File: config.mk
export PLATFORM = sky130hd
export DESIGN_NAME = torque_oscillation_deadzone_guard_core_flat
export DESIGN_NICKNAME = d
export VERILOG_FILES = /design/src/hw/rtl/tdg_pkg.sv /design/src/hw/rtl/tdg_if.sv /design/src/hw/rtl/tdg_cell.sv /design/src/hw/rtl/tdg_scan.sv /design/src/hw/rtl/torque_oscillation_deadzone_guard_core.sv /design/src/flat_wrapper.sv
export SDC_FILE = /design/constraint.sdc
export NUM_CORES = 1
export LEC_CHECK = 0
export BUFFER_PORTS_ARGS = -buffer_cell sky130_fd_sc_hd__buf_2
export CAP_MARGIN = 20
export CORE_ASPECT_RATIO = 2
export CORE_UTILIZATION = 45
export DETAILED_ROUTE_END_ITERATION = 10
export MAX_ROUTING_LAYER = met4
export PLACE_DENSITY = 0.61
export SYNTH_ARGS = -nofsm -noshare
export SYNTH_HDL_FRONTEND = slang
export SYNTH_SLANG_ARGS = --single-unit
File: constraint.sdc
create_clock -name clk -period 17.4 [get_ports clk]
set_input_delay 2.61 -clock clk [delete_from_list [all_inputs] [get_ports clk]]
set_output_delay 2.61 -clock clk [all_outputs]
set_load 0.02 [all_outputs]
File: src/hw/rtl/tdg_pkg.sv
// ----------------------------------------------------------------------------
// tdg_pkg
// shared types and constants of the torque oscillation guard
// ----------------------------------------------------------------------------
package tdg_pkg;

	localparam int TORQUE_W = 16;
	localparam int CFG_W    = 31;
	localparam int CFG_IDX_W = 2;

	typedef logic signed [TORQUE_W-1:0] sample_t;

	// register indexes of the config port
	typedef enum logic [CFG_IDX_W-1:0] {
		CFG_AMPLITUDE_THRESHOLD      = 2'd0,
		CFG_SIGN_CHANGE_MIN          = 2'd1,
		CFG_HOLD_TICKS               = 2'd2,
		CFG_COMMAND_CHANGE_THRESHOLD = 2'd3
	} cfg_idx_t;

	localparam logic [15:0] AMP_THR_RST  = 16'd2560;
	localparam logic [5:0]  SC_MIN_RST   = 6'd15;
	localparam logic [15:0] HOLD_RST     = 16'd1000;
	localparam logic [30:0] CMD_THR_RST  = 31'd66;

	// control for the window scan unit
	typedef struct packed {
		logic init;
		logic step;
	} scan_ctl_t;

endpackage

File: src/hw/rtl/tdg_if.sv
// ----------------------------------------------------------------------------
// tdg_if
// valid/ready channels for command items and torque result items
// ----------------------------------------------------------------------------
interface tdg_in_if;
	logic                   valid;
	logic                   ready;
	tdg_pkg::sample_t       torque_in;
	logic signed [31:0]     yaw_command;
	logic signed [31:0]     launch_command;
	logic                   command_invalid;

	modport source (output valid, torque_in, yaw_command, launch_command,
		command_invalid, input ready);
	modport sink (input valid, torque_in, yaw_command, launch_command,
		command_invalid, output ready);
endinterface

interface tdg_out_if;
	logic                   valid;
	logic                   ready;
	tdg_pkg::sample_t       torque_out;
	logic                   hold_active;
	logic                   oscillation_found;

	modport source (output valid, torque_out, hold_active, oscillation_found,
		input ready);
	modport sink (input valid, torque_out, hold_active, oscillation_found,
		output ready);
endinterface

File: src/hw/rtl/tdg_cell.sv
// ----------------------------------------------------------------------------
// tdg_cell
// one torque sample of the window chain, takes its right neighbor when enabled
// ----------------------------------------------------------------------------
module tdg_cell (
	input  logic             clk,
	input  logic             arst_n,
	input  logic             en,
	input  tdg_pkg::sample_t nbr,
	output tdg_pkg::sample_t sample
);

	tdg_pkg::sample_t sample_q;

	always_ff @(posedge clk or negedge arst_n) begin
		if (!arst_n) begin
			sample_q <= '0;
		end else if (en) begin
			sample_q <= nbr;
		end
	end

	assign sample = sample_q;

endmodule

File: src/hw/rtl/tdg_scan.sv
// ----------------------------------------------------------------------------
// tdg_scan
// watches the head of the rotating chain: sign changes, min and max
// ----------------------------------------------------------------------------
module tdg_scan #(
	parameter int WINDOW = 16
) (
	input  logic                       clk,
	input  tdg_pkg::scan_ctl_t         ctl,
	input  tdg_pkg::sample_t           head,
	output logic [$clog2(WINDOW)-1:0]  changes,
	output logic [16:0]                spread
);

	localparam int CW = $clog2(WINDOW);

	tdg_pkg::sample_t prev_q;
	tdg_pkg::sample_t lo_q;
	tdg_pkg::sample_t hi_q;
	logic [CW-1:0]    cnt_q;
	logic             flip;

	// strict sign change, a zero sample never counts
	assign flip = ((prev_q < 0) && (head > 0)) || ((prev_q > 0) && (head < 0));

	always_ff @(posedge clk) begin
		if (ctl.init) begin
			prev_q <= head;
			lo_q   <= head;
			hi_q   <= head;
			cnt_q  <= '0;
		end else if (ctl.step) begin
			prev_q <= head;
			if (head < lo_q) lo_q <= head;
			if (head > hi_q) hi_q <= head;
			if (flip) cnt_q <= cnt_q + CW'(1);
		end
	end

	assign changes = cnt_q;
	assign spread  = {hi_q[15], hi_q} - {lo_q[15], lo_q};

endmodule

File: src/hw/rtl/torque_oscillation_deadzone_guard_core.sv
// ----------------------------------------------------------------------------
// torque_oscillation_deadzone_guard_core
// torque pass-through with a zero-torque hold when the torque oscillates
// ----------------------------------------------------------------------------
//  channel | dir | handshake     | payload
//  --------+-----+---------------+-------------------------------------------
//  req     | in  | valid / ready | torque_in, yaw_command, launch_command,
//          |     |               | command_invalid
//  rsp     | out | valid / ready | torque_out, hold_active, oscillation_found
//  cfg     | in  | cfg_we        | cfg_index, cfg_data (no read-back)
//
//  an invalid or hold item passes from the accept through the evaluate and
//  finish states into the output register; a pass-through item also spends
//  one full rotation of the sample chain past the scan unit in the scan state.
//  one item is in work at a time; the next item is taken the cycle after a
//  result is loaded into the output register.
//  reset clears the window, the hold state and the registers to their defaults.
//  a stalled result holds in the output register while the next item runs;
//  a finished item waits only if that register is still full.
// ----------------------------------------------------------------------------
module torque_oscillation_deadzone_guard_core #(
	parameter int WINDOW = 16
) (
	input  logic                           clk,
	input  logic                           arst_n,
	input  logic                           cfg_we,
	input  logic [tdg_pkg::CFG_IDX_W-1:0]  cfg_index,
	input  logic [tdg_pkg::CFG_W-1:0]      cfg_data,
	tdg_in_if.sink                         req,
	tdg_out_if.source                      rsp
);

	localparam int CW = $clog2(WINDOW);

	typedef enum logic [3:0] {
		ST_IDLE = 4'b0001,
		ST_EVAL = 4'b0010,
		ST_SCAN = 4'b0100,
		ST_FIN  = 4'b1000
	} state_t;

	state_t state_q;

	// configuration
	logic [15:0] amp_thr_q;
	logic [5:0]  sc_min_q;
	logic [15:0] hold_ticks_q;
	logic [30:0] cmd_thr_q;

	// item register
	tdg_pkg::sample_t   torque_q;
	logic signed [31:0] yaw_q;
	logic signed [31:0] launch_q;
	logic               invalid_q;

	// guard state
	logic signed [31:0] last_yaw_q;
	logic signed [31:0] last_launch_q;
	logic               hold_q;
	logic               timer_q;
	logic [15:0]        elapsed_q;
	tdg_pkg::sample_t   last_torque_q;

	// result of a non-scanning item, and scan bookkeeping
	logic               pass_q;
	tdg_pkg::sample_t   res_torque_q;
	logic               res_hold_q;
	logic [CW-1:0]      scan_cnt_q;

	// output register
	logic               out_valid_q;
	tdg_pkg::sample_t   out_torque_q;
	logic               out_hold_q;
	logic               out_found_q;

	// chain
	tdg_pkg::sample_t   sample_w [WINDOW];
	logic               chain_shift;
	logic               chain_rotate;
	logic               chain_en;
	tdg_pkg::sample_t   tail_nbr;

	// scan unit
	tdg_pkg::scan_ctl_t scan_ctl;
	logic [CW-1:0]      scan_changes;
	logic [16:0]        scan_spread;
	logic               osc;

	// setpoint change test
	logic signed [32:0] d_yaw;
	logic signed [32:0] d_launch;
	logic [32:0]        a_yaw;
	logic [32:0]        a_launch;
	logic               fresh;
	logic [15:0]        elapsed_inc;
	logic               hold_end;

	logic               out_free;
	logic               out_load;
	logic               in_acc;

	assign in_acc   = req.valid && req.ready;
	assign out_free = !out_valid_q || rsp.ready;
	assign out_load = (state_q == ST_FIN) && out_free;

	assign req.ready             = (state_q == ST_IDLE);
	assign rsp.valid             = out_valid_q;
	assign rsp.torque_out        = out_torque_q;
	assign rsp.hold_active       = out_hold_q;
	assign rsp.oscillation_found = out_found_q;

	// change larger than threshold on either setpoint, exact in 33 bits
	assign d_yaw    = {yaw_q[31], yaw_q} - {last_yaw_q[31], last_yaw_q};
	assign d_launch = {launch_q[31], launch_q} - {last_launch_q[31], last_launch_q};
	assign a_yaw    = d_yaw[32] ? 33'(-d_yaw) : 33'(d_yaw);
	assign a_launch = d_launch[32] ? 33'(-d_launch) : 33'(d_launch);
	assign fresh    = (a_yaw > {2'b00, cmd_thr_q}) || (a_launch > {2'b00, cmd_thr_q});

	// hold counter saturates at all ones
	assign elapsed_inc = (elapsed_q == 16'hFFFF) ? elapsed_q : elapsed_q + 16'd1;
	// the running hold runs out on this tick
	assign hold_end    = timer_q && (elapsed_inc >= hold_ticks_q);

	// window: shift in a new sample, or rotate once around during the scan
	assign chain_shift  = (state_q == ST_EVAL) && !invalid_q && !(hold_q && !fresh);
	assign chain_rotate = (state_q == ST_SCAN);
	assign chain_en     = chain_shift || chain_rotate;
	assign tail_nbr     = chain_shift ? torque_q : sample_w[0];

	genvar gi;
	generate
		for (gi = 0; gi < WINDOW; gi++) begin : g_cell
			if (gi == WINDOW - 1) begin : g_tail
				tdg_cell u_cell (
					.clk    (clk),
					.arst_n (arst_n),
					.en     (chain_en),
					.nbr    (tail_nbr),
					.sample (sample_w[gi])
				);
			end else begin : g_body
				tdg_cell u_cell (
					.clk    (clk),
					.arst_n (arst_n),
					.en     (chain_en),
					.nbr    (sample_w[gi+1]),
					.sample (sample_w[gi])
				);
			end
		end
	endgenerate

	// the head sees the oldest sample first, then each newer one in turn
	assign scan_ctl.init = (state_q == ST_SCAN) && (scan_cnt_q == '0);
	assign scan_ctl.step = (state_q == ST_SCAN) && (scan_cnt_q != '0);

	tdg_scan #(
		.WINDOW (WINDOW)
	) u_scan (
		.clk     (clk),
		.ctl     (scan_ctl),
		.head    (sample_w[0]),
		.changes (scan_changes),
		.spread  (scan_spread)
	);

	assign osc = (7'(scan_changes) >= {1'b0, sc_min_q}) &&
		(scan_spread > {1'b0, amp_thr_q});

	// config writes
	always_ff @(posedge clk or negedge arst_n) begin
		if (!arst_n) begin
			amp_thr_q    <= tdg_pkg::AMP_THR_RST;
			sc_min_q     <= tdg_pkg::SC_MIN_RST;
			hold_ticks_q <= tdg_pkg::HOLD_RST;
			cmd_thr_q    <= tdg_pkg::CMD_THR_RST;
		end else if (cfg_we) begin
			case (tdg_pkg::cfg_idx_t'(cfg_index))
				tdg_pkg::CFG_AMPLITUDE_THRESHOLD:      amp_thr_q    <= cfg_data[15:0];
				tdg_pkg::CFG_SIGN_CHANGE_MIN:          sc_min_q     <= cfg_data[5:0];
				tdg_pkg::CFG_HOLD_TICKS:               hold_ticks_q <= cfg_data[15:0];
				tdg_pkg::CFG_COMMAND_CHANGE_THRESHOLD: cmd_thr_q    <= cfg_data;
				default: ;
			endcase
		end
	end

	// item capture, no reset needed
	always_ff @(posedge clk) begin
		if (in_acc) begin
			torque_q  <= req.torque_in;
			yaw_q     <= req.yaw_command;
			launch_q  <= req.launch_command;
			invalid_q <= req.command_invalid;
		end
	end

	// sequencer and guard state
	always_ff @(posedge clk or negedge arst_n) begin
		if (!arst_n) begin
			state_q       <= ST_IDLE;
			last_yaw_q    <= '0;
			last_launch_q <= '0;
			hold_q        <= 1'b0;
			timer_q       <= 1'b0;
			elapsed_q     <= '0;
			last_torque_q <= '0;
			pass_q        <= 1'b0;
			res_torque_q  <= '0;
			res_hold_q    <= 1'b0;
			scan_cnt_q    <= '0;
			out_valid_q   <= 1'b0;
			out_torque_q  <= '0;
			out_hold_q    <= 1'b0;
			out_found_q   <= 1'b0;
		end else begin
			// a new result wins over the one leaving at this edge
			if (out_load) begin
				out_valid_q <= 1'b1;
			end else if (rsp.ready) begin
				out_valid_q <= 1'b0;
			end
			case (state_q)
				ST_IDLE: begin
					if (in_acc) state_q <= ST_EVAL;
				end
				ST_EVAL: begin
					if (invalid_q) begin
						// skipped tick: repeat last result, nothing changes
						pass_q       <= 1'b0;
						res_torque_q <= last_torque_q;
						res_hold_q   <= hold_q;
						state_q      <= ST_FIN;
					end else begin
						last_yaw_q    <= yaw_q;
						last_launch_q <= launch_q;
						if (hold_q && !fresh) begin
							// hold tick, torque forced to zero
							last_torque_q <= '0;
							pass_q        <= 1'b0;
							res_torque_q  <= '0;
							res_hold_q    <= !hold_end;
							if (timer_q) begin
								elapsed_q <= elapsed_inc;
							end
							if (hold_end) begin
								hold_q  <= 1'b0;
								timer_q <= 1'b0;
							end
							state_q <= ST_FIN;
						end else begin
							// pass-through, a setpoint change cancels the hold
							if (hold_q) begin
								hold_q    <= 1'b0;
								timer_q   <= 1'b0;
								elapsed_q <= '0;
							end
							last_torque_q <= torque_q;
							pass_q        <= 1'b1;
							scan_cnt_q    <= '0;
							state_q       <= ST_SCAN;
						end
					end
				end
				ST_SCAN: begin
					scan_cnt_q <= scan_cnt_q + CW'(1);
					if (scan_cnt_q == CW'(WINDOW - 1)) begin
						state_q <= ST_FIN;
					end
				end
				ST_FIN: begin
					if (out_load) begin
						if (pass_q) begin
							out_torque_q <= osc ? '0 : torque_q;
							out_hold_q   <= osc;
							out_found_q  <= osc;
							if (osc) begin
								hold_q        <= 1'b1;
								timer_q       <= 1'b1;
								elapsed_q     <= '0;
								last_torque_q <= '0;
							end
						end else begin
							out_torque_q <= res_torque_q;
							out_hold_q   <= res_hold_q;
							out_found_q  <= 1'b0;
						end
						state_q <= ST_IDLE;
					end
				end
				default: state_q <= ST_IDLE;
			endcase
		end
	end

endmodule

File: src/flat_wrapper.sv
// flat-port wrapper written by rule: the top's interface ports become plain ports
module torque_oscillation_deadzone_guard_core_flat 
#(
	parameter int WINDOW = 16
)
  (clk, arst_n, cfg_we, cfg_index, cfg_data, req_valid, req_torque_in, req_yaw_command, req_launch_command, req_command_invalid, req_ready, rsp_valid, rsp_torque_out, rsp_hold_active, rsp_oscillation_found, rsp_ready);
  tdg_in_if req_i ();
  tdg_out_if rsp_i ();
  input  logic clk;
  input  logic arst_n;
  input  logic cfg_we;
  input  logic [tdg_pkg::CFG_IDX_W-1:0] cfg_index;
  input  logic [tdg_pkg::CFG_W-1:0] cfg_data;
  input wire logic [$bits(req_i.valid)-1:0] req_valid;
  input wire logic [$bits(req_i.torque_in)-1:0] req_torque_in;
  input wire logic [$bits(req_i.yaw_command)-1:0] req_yaw_command;
  input wire logic [$bits(req_i.launch_command)-1:0] req_launch_command;
  input wire logic [$bits(req_i.command_invalid)-1:0] req_command_invalid;
  output wire logic [$bits(req_i.ready)-1:0] req_ready;
  output wire logic [$bits(rsp_i.valid)-1:0] rsp_valid;
  output wire logic [$bits(rsp_i.torque_out)-1:0] rsp_torque_out;
  output wire logic [$bits(rsp_i.hold_active)-1:0] rsp_hold_active;
  output wire logic [$bits(rsp_i.oscillation_found)-1:0] rsp_oscillation_found;
  input wire logic [$bits(rsp_i.ready)-1:0] rsp_ready;
  assign req_i.valid = req_valid;
  assign req_i.torque_in = req_torque_in;
  assign req_i.yaw_command = req_yaw_command;
  assign req_i.launch_command = req_launch_command;
  assign req_i.command_invalid = req_command_invalid;
  assign req_ready = req_i.ready;
  assign rsp_valid = rsp_i.valid;
  assign rsp_torque_out = rsp_i.torque_out;
  assign rsp_hold_active = rsp_i.hold_active;
  assign rsp_oscillation_found = rsp_i.oscillation_found;
  assign rsp_i.ready = rsp_ready;
  torque_oscillation_deadzone_guard_core #(.WINDOW(WINDOW)) u_core (.clk(clk), .arst_n(arst_n), .cfg_we(cfg_we), .cfg_index(cfg_index), .cfg_data(cfg_data), .req(req_i), .rsp(rsp_i));
endmodule
Word-level counts from Yosys, hierarchy flattened --
Index checks and enable logic that the tools add are counted.
Operators by class: add/subtract/negate cells 8, multiply operators 0, divide/modulo/power cells 0, order comparisons 11, equal/unequal tests 19, shifts and indexed selects 0, muxes and demuxes 55, bitwise operators 1, reduce and logical (&&, ||, !) cells 46
Operator list (number):
- $mux W16 | 23
- $gt A33 B31 Y1 | 2
- $mux W33 | 2
- $neg A33 Y33 | 2
- $sub A32 B32 Y33 | 2
- $pmux W16 S2 | 2
- $gt A16 B1 Y1 const B | 2
- $lt A16 B1 Y1 const B | 2
- $mux W4 | 7
- $reduce_and A2 Y1 | 10
- $gt A17 B16 Y1 | 1
- $mux W1 | 17
- $sub A16 B16 Y17 | 1
- $add A16 B1 Y16 const B | 1
- $eq A16 B16 Y1 const B | 1
- $ge A16 B16 Y1 | 1
- $gt A16 B16 Y1 | 1
- $lt A16 B16 Y1 | 1
- $pmux W4 S4 | 1
- $reduce_and A7 Y1 | 2
- $reduce_bool A2 Y1 | 7
- $logic_and A1 B1 Y1 | 11
- $ne A3 B2 Y1 const B | 3
- $add A4 B1 Y4 const B | 2
- 20 further kinds | 36
Word-level totals: flip-flop bits (word level) 601, bits in latches 0, RAM bits 0, bits in read-only memories 0, bits of input ports 119, output and inout bits 20, logic and storage cells 183, memories 0

Logic depth before layout (Yosys ltp) --
Gate-level depths: netlist (run 1).
depth after elaboration 10, gate-level depth with buffers 31

By module --
Synthesis (run 1) repeated with hierarchy kept, for this count alone.
Unflattened totals: cell total of the unflattened synthesis 2769, area, all modules 32384.8 sq um
By module, submodules not included:
- torque_oscillation_deadzone_guard_core | times used 1, cells an instance 1933, area each 18780.5 sq um, seq. area each 7756.2 sq um
- tdg_cell | times used 16, cells an instance 34, area each 649.4 sq um, seq. area each 400.4 sq um
- tdg_scan | times used 1, cells an instance 292, area each 3214.3 sq um, seq. area each 1521.5 sq um

Least setup slack after synthesis (run 1) --
Ideal clock, no wire load.
kind reg-to-reg, from register u_core.last_launch_q[0], to register u_core.g_cell[0].g_body.u_cell.sample_q[15], arrival time 6.590 ns, path slack 10.685 ns, stages on the path, launching flop included 29, buffers on the path 4, cell sequence dfrtp_1 -> ha_1 -> fa_1 -> nand2b_1 -> a211oi_1 -> o21ai_0 -> a2111oi_0 -> o21bai_1 -> a32o_1 -> o22ai_1 -> clkbuf_1 -> nor2_1 -> xnor2_1 -> ha_1 -> a21o_1 -> a21o_1 -> a211oi_1 -> o21ai_0 -> a221oi_1 -> a22oi_1 -> a221oi_1 -> o41a_1 -> nand4_2 -> and2_4 -> or2_4 -> buf_6 -> buf_12 -> buf_12 -> mux2_4
Between the ends: cells in the longest elaborated chain, start to end 10
RTL lines:
- start: declaration | RTL line torque_oscillation_deadzone_guard_core.sv:58 | logic signed [31:0] last_launch_q;
- start signal: assignment | RTL line torque_oscillation_deadzone_guard_core.sv:236 | last_launch_q <= launch_q;
- $sub A32 B32 Y33 (*) | RTL line torque_oscillation_deadzone_guard_core.sv:114 | assign d_launch = {launch_q[31], launch_q} - {last_launch_q[31], last_launch_q};
- $neg A33 Y33 | RTL line torque_oscillation_deadzone_guard_core.sv:116 | assign a_launch = d_launch[32] ? 33'(-d_launch) : 33'(d_launch);
- $mux W33 (*) | RTL line torque_oscillation_deadzone_guard_core.sv:116
- $gt A33 B31 Y1 (*) | RTL line torque_oscillation_deadzone_guard_core.sv:117 | assign fresh = (a_yaw > {2'b00, cmd_thr_q}) || (a_launch > {2'b00, cmd_thr_q});
- $logic_or A1 B1 Y1 (*) | RTL line torque_oscillation_deadzone_guard_core.sv:117
- $logic_not A1 Y1 (*) | RTL line torque_oscillation_deadzone_guard_core.sv:125 | assign chain_shift = (state_q == ST_EVAL) && !invalid_q && !(hold_q && !fresh);
- $logic_and A1 B1 Y1 (*) | RTL line torque_oscillation_deadzone_guard_core.sv:125
- $logic_not A1 Y1 (*) | RTL line torque_oscillation_deadzone_guard_core.sv:125
- $logic_and A1 B1 Y1 (*) | RTL line torque_oscillation_deadzone_guard_core.sv:125
- $logic_or A1 B1 Y1 (*) | RTL line torque_oscillation_deadzone_guard_core.sv:127 | assign chain_en = chain_shift || chain_rotate;
- end signal: assignment | RTL line tdg_cell.sv:19 | sample_q <= nbr;
- end: declaration | RTL line tdg_cell.sv:13 | tdg_pkg::sample_t sample_q;
Every way passes the cells marked *; elsewhere a longest branch is shown, timed or not. A chain may end at the register's enable or synchronous reset.

Final worst setup path (run 1) --
from register u_core.launch_q[0], to register u_core.g_cell[9].g_body.u_cell.sample_q[1]
Between the ends: cells in the longest elaborated chain, start to end 10
RTL lines:
- start: declaration | RTL line torque_oscillation_deadzone_guard_core.sv:53 | logic signed [31:0] launch_q;
- start signal: assignment | RTL line torque_oscillation_deadzone_guard_core.sv:193 | launch_q <= req.launch_command;
- $sub A32 B32 Y33 (*) | RTL line torque_oscillation_deadzone_guard_core.sv:114
- $neg A33 Y33 | RTL line torque_oscillation_deadzone_guard_core.sv:116
- $mux W33 (*) | RTL line torque_oscillation_deadzone_guard_core.sv:116
- $gt A33 B31 Y1 (*) | RTL line torque_oscillation_deadzone_guard_core.sv:117
- $logic_or A1 B1 Y1 (*) | RTL line torque_oscillation_deadzone_guard_core.sv:117
- $logic_not A1 Y1 (*) | RTL line torque_oscillation_deadzone_guard_core.sv:125
- $logic_and A1 B1 Y1 (*) | RTL line torque_oscillation_deadzone_guard_core.sv:125
- $logic_not A1 Y1 (*) | RTL line torque_oscillation_deadzone_guard_core.sv:125
- $logic_and A1 B1 Y1 (*) | RTL line torque_oscillation_deadzone_guard_core.sv:125
- $logic_or A1 B1 Y1 (*) | RTL line torque_oscillation_deadzone_guard_core.sv:127
- end signal: assignment | RTL line tdg_cell.sv:19
- end: declaration | RTL line tdg_cell.sv:13
Marked as above.

==> flow_summary.toml, run 1 <==
[grt]
antenna_found_initial = 0
grt_start_max_net_pins = 181
global_route_wire_length_before_repair_um = 131900
globalRoute.totalOverflow = 0
grt.total_usage_pct = 24.12
grt_pass1_vias = 23350

[timing]
worst-slew-pin-transition_ns = 1.066
layout_worst_path_cycle_share_pct = 51.45
setup_viol_count_final = 0
hold-worst-slack_ns = 0.4690
slew_headroom_pct = 28.30
min_tclk_post_route_ns = 8.952
count_of_final_hold_check_violations = 0
max_freq_mhz = 111.7
setup_total_negative_slack_ns = 0
grt_setup_unrepaired = "no"
worst_clock_skew_ns = 0.02986
slew_viol_final = 0

[critical_path]
critical_path_peak_fanout = 154
path_delay_family = "compound AO/OA/AOI/OAI gates"
cp_data_arrival_time_ns = 9.48
endpoint_class_of_the_critical_path = "flip-flop"
timing.rr.start = "u_core.launch_q[0]"
reg2reg_slack_ns = 8.45
timing.critical_path.slowest_stage_cell = "a2111oi_0"
cells_on_worst_reg2reg_path = 25
max_stage_delay_ns = 0.94
worst_r2r_endpoint = "u_core.g_cell[9].g_body.u_cell.sample[1]"
path_depth = 25
cp.required_ns = 17.92
path_buf_inv = 3
critical_path_class = "reg2reg"
critPathLaunchType = "flip-flop"

[power_and_ir_drop]
power_per_standard_cell_area_nw_per_um2 = 188.8
clockPowerShare_pct = 18.8
share_of_total_power_in_sequential_cells_pct = 28.4
share_comb_of_total_power_pct = 52.8
power_switching_w = 0.002903
internal_power_w = 0.003861
ir_drop_v = 0.0001336
switching_share_pct = 42.92
p_leak_nw = 16.65

[yosys]
synth-async-reset-ratio_pct = 77.87
syn_nets = 3239
synthesis.area_um2 = 32560
synth_cell_type_count = 91
synth_cells = 2902
synth_seq_cells = 601
synth.yosys.warnings = 0
synth-seq-area-share_pct = 48.17
ys.flop_type = "dfrtp_1"
synth_edf_count = 129
postSynthAreaPerCell_um2 = 11.22

[die]
ios = 139
fp.dieArea_um2 = 73500
placeableCoreArea_um2 = 71650
rows = 139
start_util_pct = 45.44
die_w_um = 192.2
die_span_y_um = 382.4

[route]
via_density_per_instance = 5.533
drtIter0Drc = 1122
via_count = 22030
wl_per_cell_um = 21.14
drt_wl_total_um = 84180
detail-route-antenna-nets = 0
drcViolationCount = 0
first_pass_iteration_count_of_the_detailed_router = 7

[place]
gp_routability_congestion = 0.9456
io_buffers = 138
detailedPlacementHpwl_um = 63990

[finish]
syn2layout_area_growth_pct = 10.05
layout-drive-gt1-share_pct = 19.63
final_nets = 3355
mostFrequentLayoutCell = "dfrtp_1"
diodes = 0
layout.cells.most_common_list = "dfrtp_1, nand2_1, ha_1"

[run_status]
run_status = "completed"

[clock_tree]
clock_insertion_delay_worst_skew_ns = 0.66
cts_num_sinks = 601
worst_setup_hold_path_clk_slew_ns = 0.07
post_cts_resized = 0
tritoncts = "yes"
cts_max_level = 2
clock-root-buffer = "clkbuf_16"
cts_inserted_buffers = 56
post_cts_buffers = 0
ctsHoldBuffers = 0
clock_path_buffers = 3

[hold_path]
worstHoldEndpoint = "u_core.last_torque_q[5]"
worst_hold_startpoint = "u_core.last_torque_q[5]"
holdCritPathClass = "reg2reg"
hold_path_depth = 2

[run]
max_capacitance_violation_total = 0
[cells in the mapped netlist (11+ instances only)]
cell	n	area share, %
nand2_1	283	3.3
nor2b_1	40	0.77
edfxtp_1	129	12
nand4_1	45	0.86
a21o_1	61	1.4
clkbuf_1	62	0.71
ha_1	215	8.3
a21oi_1	137	2.1
nand3_1	34	0.52
nor2_1	128	1.5
inv_1	199	2.3
buf_12	18	1.1
a211oi_1	19	0.44
nor3_1	33	0.51
xnor2_1	70	1.9
mux2_2	135	4.7
nor4_1	20	0.38
dfrtp_1	453	35
xor2_1	57	1.5
a22o_1	19	0.51
o211ai_1	13	0.30
a31oi_1	30	0.58
o21ai_0	207	3.2
and2_1	19	0.37
and3_1	17	0.33
o22ai_1	11	0.21
o21a_1	30	0.69
mux2_4	166	7.7
dfstp_2	15	1.2
mux2i_1	19	0.58
nand2b_1	30	0.58
[per-stage QoR]
step / util (%) / power [W] / worst slack, ns / cells / instance area, um2
6_report: 50.01 / 0.006764 / 8.448 / 3982 / 35830
5_1_grt: 50.01 / 0.007276 / 7.885 / 3982 / 35830
4_1_cts: 49.96 / 0.006803 / 8.374 / 3980 / 35800
3_5_place_dp: 47.31 / 0.005492 / 8.429 / 3874 / 33900
3_3_place_gp: 47.31 / 0.005401 / 8.608 / 3874 / 33900
2_1_floorplan: - / 0.004499 / 10.69 / 2902 / 32560
[how the worst max path moves through the flow]
stage                                  startpoint                                   endpoint  slack (ns)
after global routing           u_core.launch_q[0]  u_core.g_cell[9].g_body.u_cell.sample[10]        7.89
after global placement         u_core.launch_q[0]   u_core.g_cell[8].g_body.u_cell.sample[5]        8.61
after floorplan           u_core.last_launch_q[0]  u_core.g_cell[0].g_body.u_cell.sample[15]       10.69
after detailed placement       u_core.launch_q[0]   u_core.g_cell[8].g_body.u_cell.sample[5]        8.43
after CTS                      u_core.launch_q[0]   u_core.g_cell[8].g_body.u_cell.sample[5]        8.37
final                          u_core.launch_q[0]   u_core.g_cell[9].g_body.u_cell.sample[1]        8.45
[metal layers]
| metal | up-vias | part of all wire (%) | wire [um] | GRT usage [%] |
|---|---|---|---|---|
| met5 | - | 0 | 0 | - |
| met4 | 0 | 6.5 | 5471 | 13.76 |
| met3 | 208 | 2.8 | 2347 | 2.549 |
| met2 | 435 | 53 | 44950 | 43.69 |
| met1 | 10810 | 37 | 31410 | 24.86 |
| li1 | 10580 | - | - | - |
[registers in the layout (all words and copies together) (netlist names), 31 cells and up]
| name | flops |
|---|---|
| u_core.cmd_thr_q | 31 |
| u_core.g_cell.g_body.u_cell.sample | 240 |
| u_core.last_launch_q | 32 |
| u_core.last_yaw_q | 32 |
| u_core.launch_q | 32 |
| u_core.yaw_q | 32 |
[power by group through the flow]
stage	combinational, W	clock [W]	sequential [W]
floorplan	0.00259	0	0.00191
global placement	0.00346	0	0.00194
detailed placement	0.00355	0	0.00194
CTS	0.00357	0.00131	0.00192
global route	0.00396	0.00135	0.00196
finish	0.00357	0.00127	0.00192
[cell families (layout without fill, tap and decap cells)]
kind of cell / Yosys count / after routing / share of synthesized area [%]
simple gates: 707 / 707 / 10.48
compound gates: 622 / 622 / 11.99
flops: 601 / 601 / 48.17
mux: 320 / 320 / 12.91
buf+inv: 307 / 471 / 4.596
fa+ha+maj: 218 / 218 / 8.447
xor+xnor: 127 / 127 / 3.416
[cell type report]
type / instances / area [um2]
multi-input combinational: 1994 / 15400
tap: 916 / 1146
timing repair buffer: 165 / 945.9
clock buffer: 81 / 1649
fill: 6513 / 35820
inverter: 200 / 750.7
clock inverter: 25 / 250.2
sequential: 601 / 15680
[worst reg2reg max path, cell delays in order, from the launching register on]
cell	delay, ns
edfxtp_1	0.37
inv_1	0.05
ha_1	0.20
fa_1	0.40
nand2b_1	0.20
a211oi_1	0.52
o21ai_0	0.53
a2111oi_0	0.94
o21bai_1	0.19
a32o_1	0.33
o22ai_2	0.11
buf_4	0.34
a21oi_1	0.10
xor2_1	0.17
ha_1	0.33
nand4_1	0.15
nor4_1	0.55
a221oi_1	0.18
a22oi_1	0.22
a221oi_1	0.09
o41a_1	0.16
nand4_2	0.22
and2_4	0.47
or2_4	0.62
buf_12	0.76
mux2_2	0.60
(Power assumes the default switching activity.)
==> run 2, diff against run 1 <==
PLACE_DENSITY = 0.64   (was 0.61)
clock period = 7.8 ns   (was 17.4 ns; I/O delays follow)
==> flow_summary.toml, run 2 (synthesized netlist as in run 1, its figures left out) <==
[place]
gp_routability_congestion = 0.9896
io_buffers = 138
detailedPlacementHpwl_um = 64530
dpl.cell_count = 3897

[finish]
layout.cells.most_common_list = "dfrtp_1, nand2_1, ha_1"
seq_area_um2 = 15680
n_fill_cell = 6356
mostFrequentLayoutCell = "dfrtp_1"
layout-drive-gt1-share_pct = 20.19
syn2layout_area_growth_pct = 11.10
multiInputGateArea_um2 = 15410
final-instance-count-excl-fill = 4002
number_of_flip_flops_under_the_largest_register_name = 240
final_nets = 3376

[power_and_ir_drop]
clockPowerShare_pct = 18.9
power_per_standard_cell_area_nw_per_um2 = 421.2
p_leak_nw = 16.81
internal_power_w = 0.008779
share_comb_of_total_power_pct = 52.9
power_switching_w = 0.006457
switching_share_pct = 42.38
share_of_total_power_in_sequential_cells_pct = 28.2
ir_drop_v = 0.0003583

[clock_tree]
cts_num_sinks = 601
ctsHoldBuffers = 0
cts_inserted_buffers = 55
cts_max_level = 2
clock_path_buffers = 3
worst_setup_hold_path_clk_slew_ns = 0.07
clock-root-buffer = "clkbuf_16"
post_cts_resized = 0
clock_insertion_delay_worst_skew_ns = 0.65
post_cts_buffers = 0
tritoncts = "yes"

[critical_path]
critical_path_peak_fanout = 60
endpoint_class_of_the_critical_path = "flip-flop"
critical_path_class = "reg2reg"
critPathLaunchType = "flip-flop"
timing.rr.start = "u_core.yaw_q[9]"
worst_r2r_endpoint = "u_core.g_cell[3].g_body.u_cell.sample[5]"
reg2reg_slack_ns = 0.34
cells_on_worst_reg2reg_path = 25
cp.required_ns = 8.29
cp_data_arrival_time_ns = 7.95

[timing]
slew_viol_final = 0
grt_setup_unrepaired = "no"
max_freq_mhz = 134.0
min_tclk_post_route_ns = 7.460
worst-slew-pin-transition_ns = 1.125
slew_headroom_pct = 23.06
layout_worst_path_cycle_share_pct = 95.64
setup_total_negative_slack_ns = 0
count_of_final_hold_check_violations = 0
worst_clock_skew_ns = 0.04705
setup_viol_count_final = 0

[run]
max_capacitance_violation_total = 0

[hold_path]
holdCritPathClass = "reg2reg"
hold_path_depth = 2
worstHoldEndpoint = "u_core.last_torque_q[15]"
worst_hold_startpoint = "u_core.last_torque_q[15]"

[grt]
met3_usage_pct = 2.521
grt_pass1_vias = 23820
globalRoute.totalOverflow = 0
grt_use_met1_pct = 24.58
grt.total_usage_pct = 24.19
globalRoute.busiestLayer = "met2"
global_route_wire_length_before_repair_um = 132500
groute.layer.met2.usage_pct = 43.84
grt_start_max_net_pins = 181
antenna_found_initial = 2

[die]
die_w_um = 192.2
placeableCoreArea_um2 = 71650
fp.dieArea_um2 = 73500
start_util_pct = 45.44
rows = 139
ios = 139
die_span_y_um = 382.4

[route]
via_count = 22310
drtIter0Drc = 1076
first_pass_iteration_count_of_the_detailed_router = 6
wl_per_cell_um = 21.18
drcViolationCount = 0
via_density_per_instance = 5.574
detail-route-antenna-nets = 0
drt_wl_total_um = 84770

[run_status]
run_status = "completed"
-- run 2: cell types whose count changed in the layout (fill, tap and decap cells not counted), moves of 2 or more --
| cell | before | now |
|---|---|---|
| bufinv_16 | 2 | 4 |
| clkinv_2 | 13 | 9 |
| clkbuf_8 | 9 | 5 |
| clkbuf_16 | 59 | 62 |
| buf_12 | 2 | 10 |
| buf_4 | 23 | 37 |
| inv_16 | 2 | 0 |
-- run 2: worst max path at each step --
stage | startpoint | to | slack [ns] | cells past startpoint
CTS | u_core.yaw_q[9] | u_core.g_cell[11].g_body.u_cell.sample[1] | 0.40 | 25
global placement | u_core.yaw_q[9] | u_core.g_cell[4].g_body.u_cell.sample[5] | 0.58 | 25
floorplan | u_core.last_launch_q[0] | u_core.g_cell[0].g_body.u_cell.sample[15] | 1.09 | 28
finish | u_core.yaw_q[9] | u_core.g_cell[3].g_body.u_cell.sample[5] | 0.34 | 25
global route | u_core.yaw_q[9] | u_core.g_cell[3].g_body.u_cell.sample[5] | 0.09 | 25
detailed placement | u_core.yaw_q[9] | u_core.g_cell[2].g_body.u_cell.sample[11] | 0.48 | 25
-- run 2: power by group through the flow --
| stage | Sequential [W] | Combinational (W) | Clock (W) |
|---|---|---|---|
| floorplan | 0.00425 | 0.00578 | 0 |
| global placement | 0.00435 | 0.00774 | 0 |
| global route | 0.00437 | 0.00888 | 0.00308 |
| detailed placement | 0.00435 | 0.00800 | 0 |
| finish | 0.00430 | 0.00805 | 0.00288 |
| CTS | 0.00430 | 0.00806 | 0.00297 |
-- run 2: cell type report --
type / count / area share, %
sequential: 601 / 43.36
timing repair buffer: 187 / 3.404
clock buffer: 78 / 4.535
tap: 916 / 3.168
inverter: 200 / 2.075
clock inverter: 25 / 0.8440
multi-input combinational: 1994 / 42.61
antenna: 1 / 0.006918
-- run 2: per-layer routing --
layer	wire (um)	vias up
met5	0	-
met4	5763	0
met3	2478	207
met2	45240	472
met1	31290	11040
li1	-	10590
-- run 2: worst max-delay path, cell delays in order, from the launching register on --
cell	delay, ns
edfxtp_1	0.40
ha_1	0.43
a21oi_1	0.25
o21ai_1	0.22
a211oi_4	0.39
o21bai_1	0.14
xor2_1	0.21
or3_4	0.43
or4b_4	0.54
or2_2	0.33
o41ai_1	0.48
xor2_1	0.13
ha_1	0.31
and4_1	0.23
nand3_1	0.12
nor3_1	0.30
nand2_1	0.14
nor4_1	0.28
a21oi_1	0.07
a221oi_1	0.32
o41a_1	0.22
nand4_2	0.13
and2_4	0.22
or2_4	0.35
buf_12	0.25
mux2_4	0.34
-- run 2: per-stage QoR --
| stage | setup WS, ns | power [W] | util [%] | hold slack [ns] | instance area (um2) |
|---|---|---|---|---|---|
| final | 0.3398 | 0.01524 | 50.48 | 0.4684 | 36170 |
| after global routing | 0.08596 | 0.01634 | 50.48 | 0.4963 | 36170 |
| after CTS | 0.3965 | 0.01533 | 50.44 | 0.4723 | 36140 |
| after detailed placement | 0.4785 | 0.01235 | 47.73 | 0.4585 | 34200 |
| after global placement | 0.5847 | 0.01209 | 47.69 | 0.4506 | 34170 |
| after floorplan | 1.085 | 0.01004 | - | 0.4396 | 32560 |
==> run 3, diff against run 2 <==
PLACE_DENSITY = not set   (was 0.64)
clock period = 7.14 ns   (was 7.8 ns; I/O delays follow)
==> flow_summary.toml, run 3 (synthesized netlist as in run 1, its figures left out) <==
[run_status]
run_status = "completed"

[die]
start_util_pct = 45.44
placeableCoreArea_um2 = 71650
ios = 139
die_w_um = 192.2
fp.dieArea_um2 = 73500
rows = 139
die_span_y_um = 382.4

[critical_path]
critPathLaunchType = "flip-flop"
cp_data_arrival_time_ns = 7.41
max_stage_delay_ns = 0.45
critical_path_peak_fanout = 14
timing.rr.start = "u_core.yaw_q[0]"
cp.required_ns = 7.65
timing.critical_path.slowest_stage_cell = "a221oi_1"
endpoint_class_of_the_critical_path = "flip-flop"
critical_path_class = "reg2reg"
most_repeated_library_cell_on_the_critical_path = "buf_4"
worst_r2r_endpoint = "u_core.g_cell[4].g_body.u_cell.sample[11]"
reg2reg_slack_ns = 0.24
cells_on_worst_reg2reg_path = 31

[clock_tree]
ctsHoldBuffers = 0
clock_path_buffers = 3
clock-root-buffer = "clkbuf_16"
cts_inserted_buffers = 55
cts_num_sinks = 601
worst_setup_hold_path_clk_slew_ns = 0.08
clock_insertion_delay_worst_skew_ns = 0.67
tritoncts = "yes"
cts_max_level = 2

[finish]
mostFrequentLayoutCell = "dfrtp_1"
number_of_flip_flops_under_the_largest_register_name = 240
n_fill_cell = 6361
syn2layout_area_growth_pct = 13.77
post-route-util_pct = 51.70
layout-drive-gt1-share_pct = 22.81
final_nets = 3451
layout.cells.most_common_list = "dfrtp_1, nand2_1, ha_1"
cell_area_after_layout_um2 = 37040

[place]
detailedPlacementHpwl_um = 65080
place_area_um2 = 34560
placement.setup.worst_slack_ns = -0.1650
io_buffers = 138
gp_routability_congestion = 0.9826

[timing]
hold-worst-slack_ns = 0.4056
min_tclk_post_route_ns = 6.895
finalWorstSetupSlack_ns = 0.2446
layout_worst_path_cycle_share_pct = 96.57
slew_headroom_pct = 26.17
worst_clock_skew_ns = 0.05197
setup_viol_count_final = 0
slew_viol_final = 0
max_freq_mhz = 145.0
worst-slew-pin-transition_ns = 1.104
setup_total_negative_slack_ns = 0
count_of_final_hold_check_violations = 0

[route]
via_density_per_instance = 5.518
detail-route-antenna-nets = 0
via_count = 22500
drcViolationCount = 0
drt_wl_total_um = 88110
wl_per_cell_um = 21.61
first_pass_iteration_count_of_the_detailed_router = 5
drtIter0Drc = 1161

[grt]
antenna_found_initial = 1
grt_start_max_net_pins = 179
globalRoute.totalOverflow = 0
grt.total_usage_pct = 24.51
global_route_wire_length_before_repair_um = 133500
grt_pass1_vias = 23750

[power_and_ir_drop]
p_leak_nw = 17.26
power_per_standard_cell_area_nw_per_um2 = 475.5
ir_drop_v = 0.0003292

[run]
max_capacitance_violation_total = 0

[hold_path]
holdCritPathClass = "in2async"
run 3: cell count changes in the layout (fill, tap and decap cells not counted), sizes merged:
cell,delta
buf,+65
bufinv,+4
clkbuf,+2
clkinvlp,+1
or2,+4
run 3: cell type report:
cell class / instances / area (um2) / share of cell area [%]
Antenna cell: 1 / 2.502 / 0.006755
Clock buffer: 74 / 1573 / 4.246
Clock inverter: 30 / 452.9 / 1.223
Tap cell: 916 / 1146 / 3.094
Timing Repair Buffer: 258 / 1866 / 5.036
Inverter: 200 / 750.7 / 2.027
Multi-Input combinational cell: 1998 / 15570 / 42.03
Sequential cell: 601 / 15680 / 42.34
run 3: report_power, final:
part	internal [W]	switching (W)	leakage, nW
registers	0.00429	0.000389	7.33
logic	0.00395	0.00570	8.95
clock network	0.00186	0.00142	0.983
run 3: repair_timing:
action	CTS	global route
setup buffers	1	0
gates cloned	0	16
pin swaps	3	7
resized for setup	7	35
endpoints found under the setup margin	247	277
run 3: worst max-delay path by stage:
| stage | startpoint | endpoint | slack, ns |
|---|---|---|---|
| after global placement | u_core.yaw_q[6] | u_core.g_cell[10].g_body.u_cell.sample[8] | -0.11 |
| final | u_core.yaw_q[0] | u_core.g_cell[4].g_body.u_cell.sample[11] | 0.24 |
| after global routing | u_core.yaw_q[0] | u_core.g_cell[0].g_body.u_cell.sample[10] | -0.03 |
| after floorplan | u_core.last_launch_q[0] | u_core.g_cell[0].g_body.u_cell.sample[15] | 0.43 |
| after CTS | u_core.yaw_q[2] | u_core.g_cell[2].g_body.u_cell.sample[5] | 0.06 |
| after detailed placement | u_core.yaw_q[6] | u_core.g_cell[11].g_body.u_cell.sample[9] | -0.16 |
run 3: critical path, delay by kind of cell, from the launching register on:
kind | cells | cell delay, ns
DFF | 1 | 0.40
AOI/OAI and AO/OA | 8 | 1.73
adders and majority gates | 3 | 0.73
and+or+nand+nor | 11 | 2.25
muxes | 1 | 0.30
buffers and inverters | 7 | 1.13
xor gates and xnor gates | 1 | 0.19
run 3: stage by stage:
step                power (W)  std cells
global route          0.01882       4078
floorplan             0.01096       2902
CTS                   0.01747       4061
detailed placement    0.01404       3956
global placement      0.01382       3955
finish                0.01761       4078
run 3: routing by layer:
metal / vias up / wire length, um / global-route usage [%]
met3: 180 / 2334 / 2.503
met4: 0 / 4284 / 11.80
met5: - / 0 / -
li1: 10750 / - / -
met2: 445 / 48290 / 45.50
met1: 11130 / 33200 / 25.23
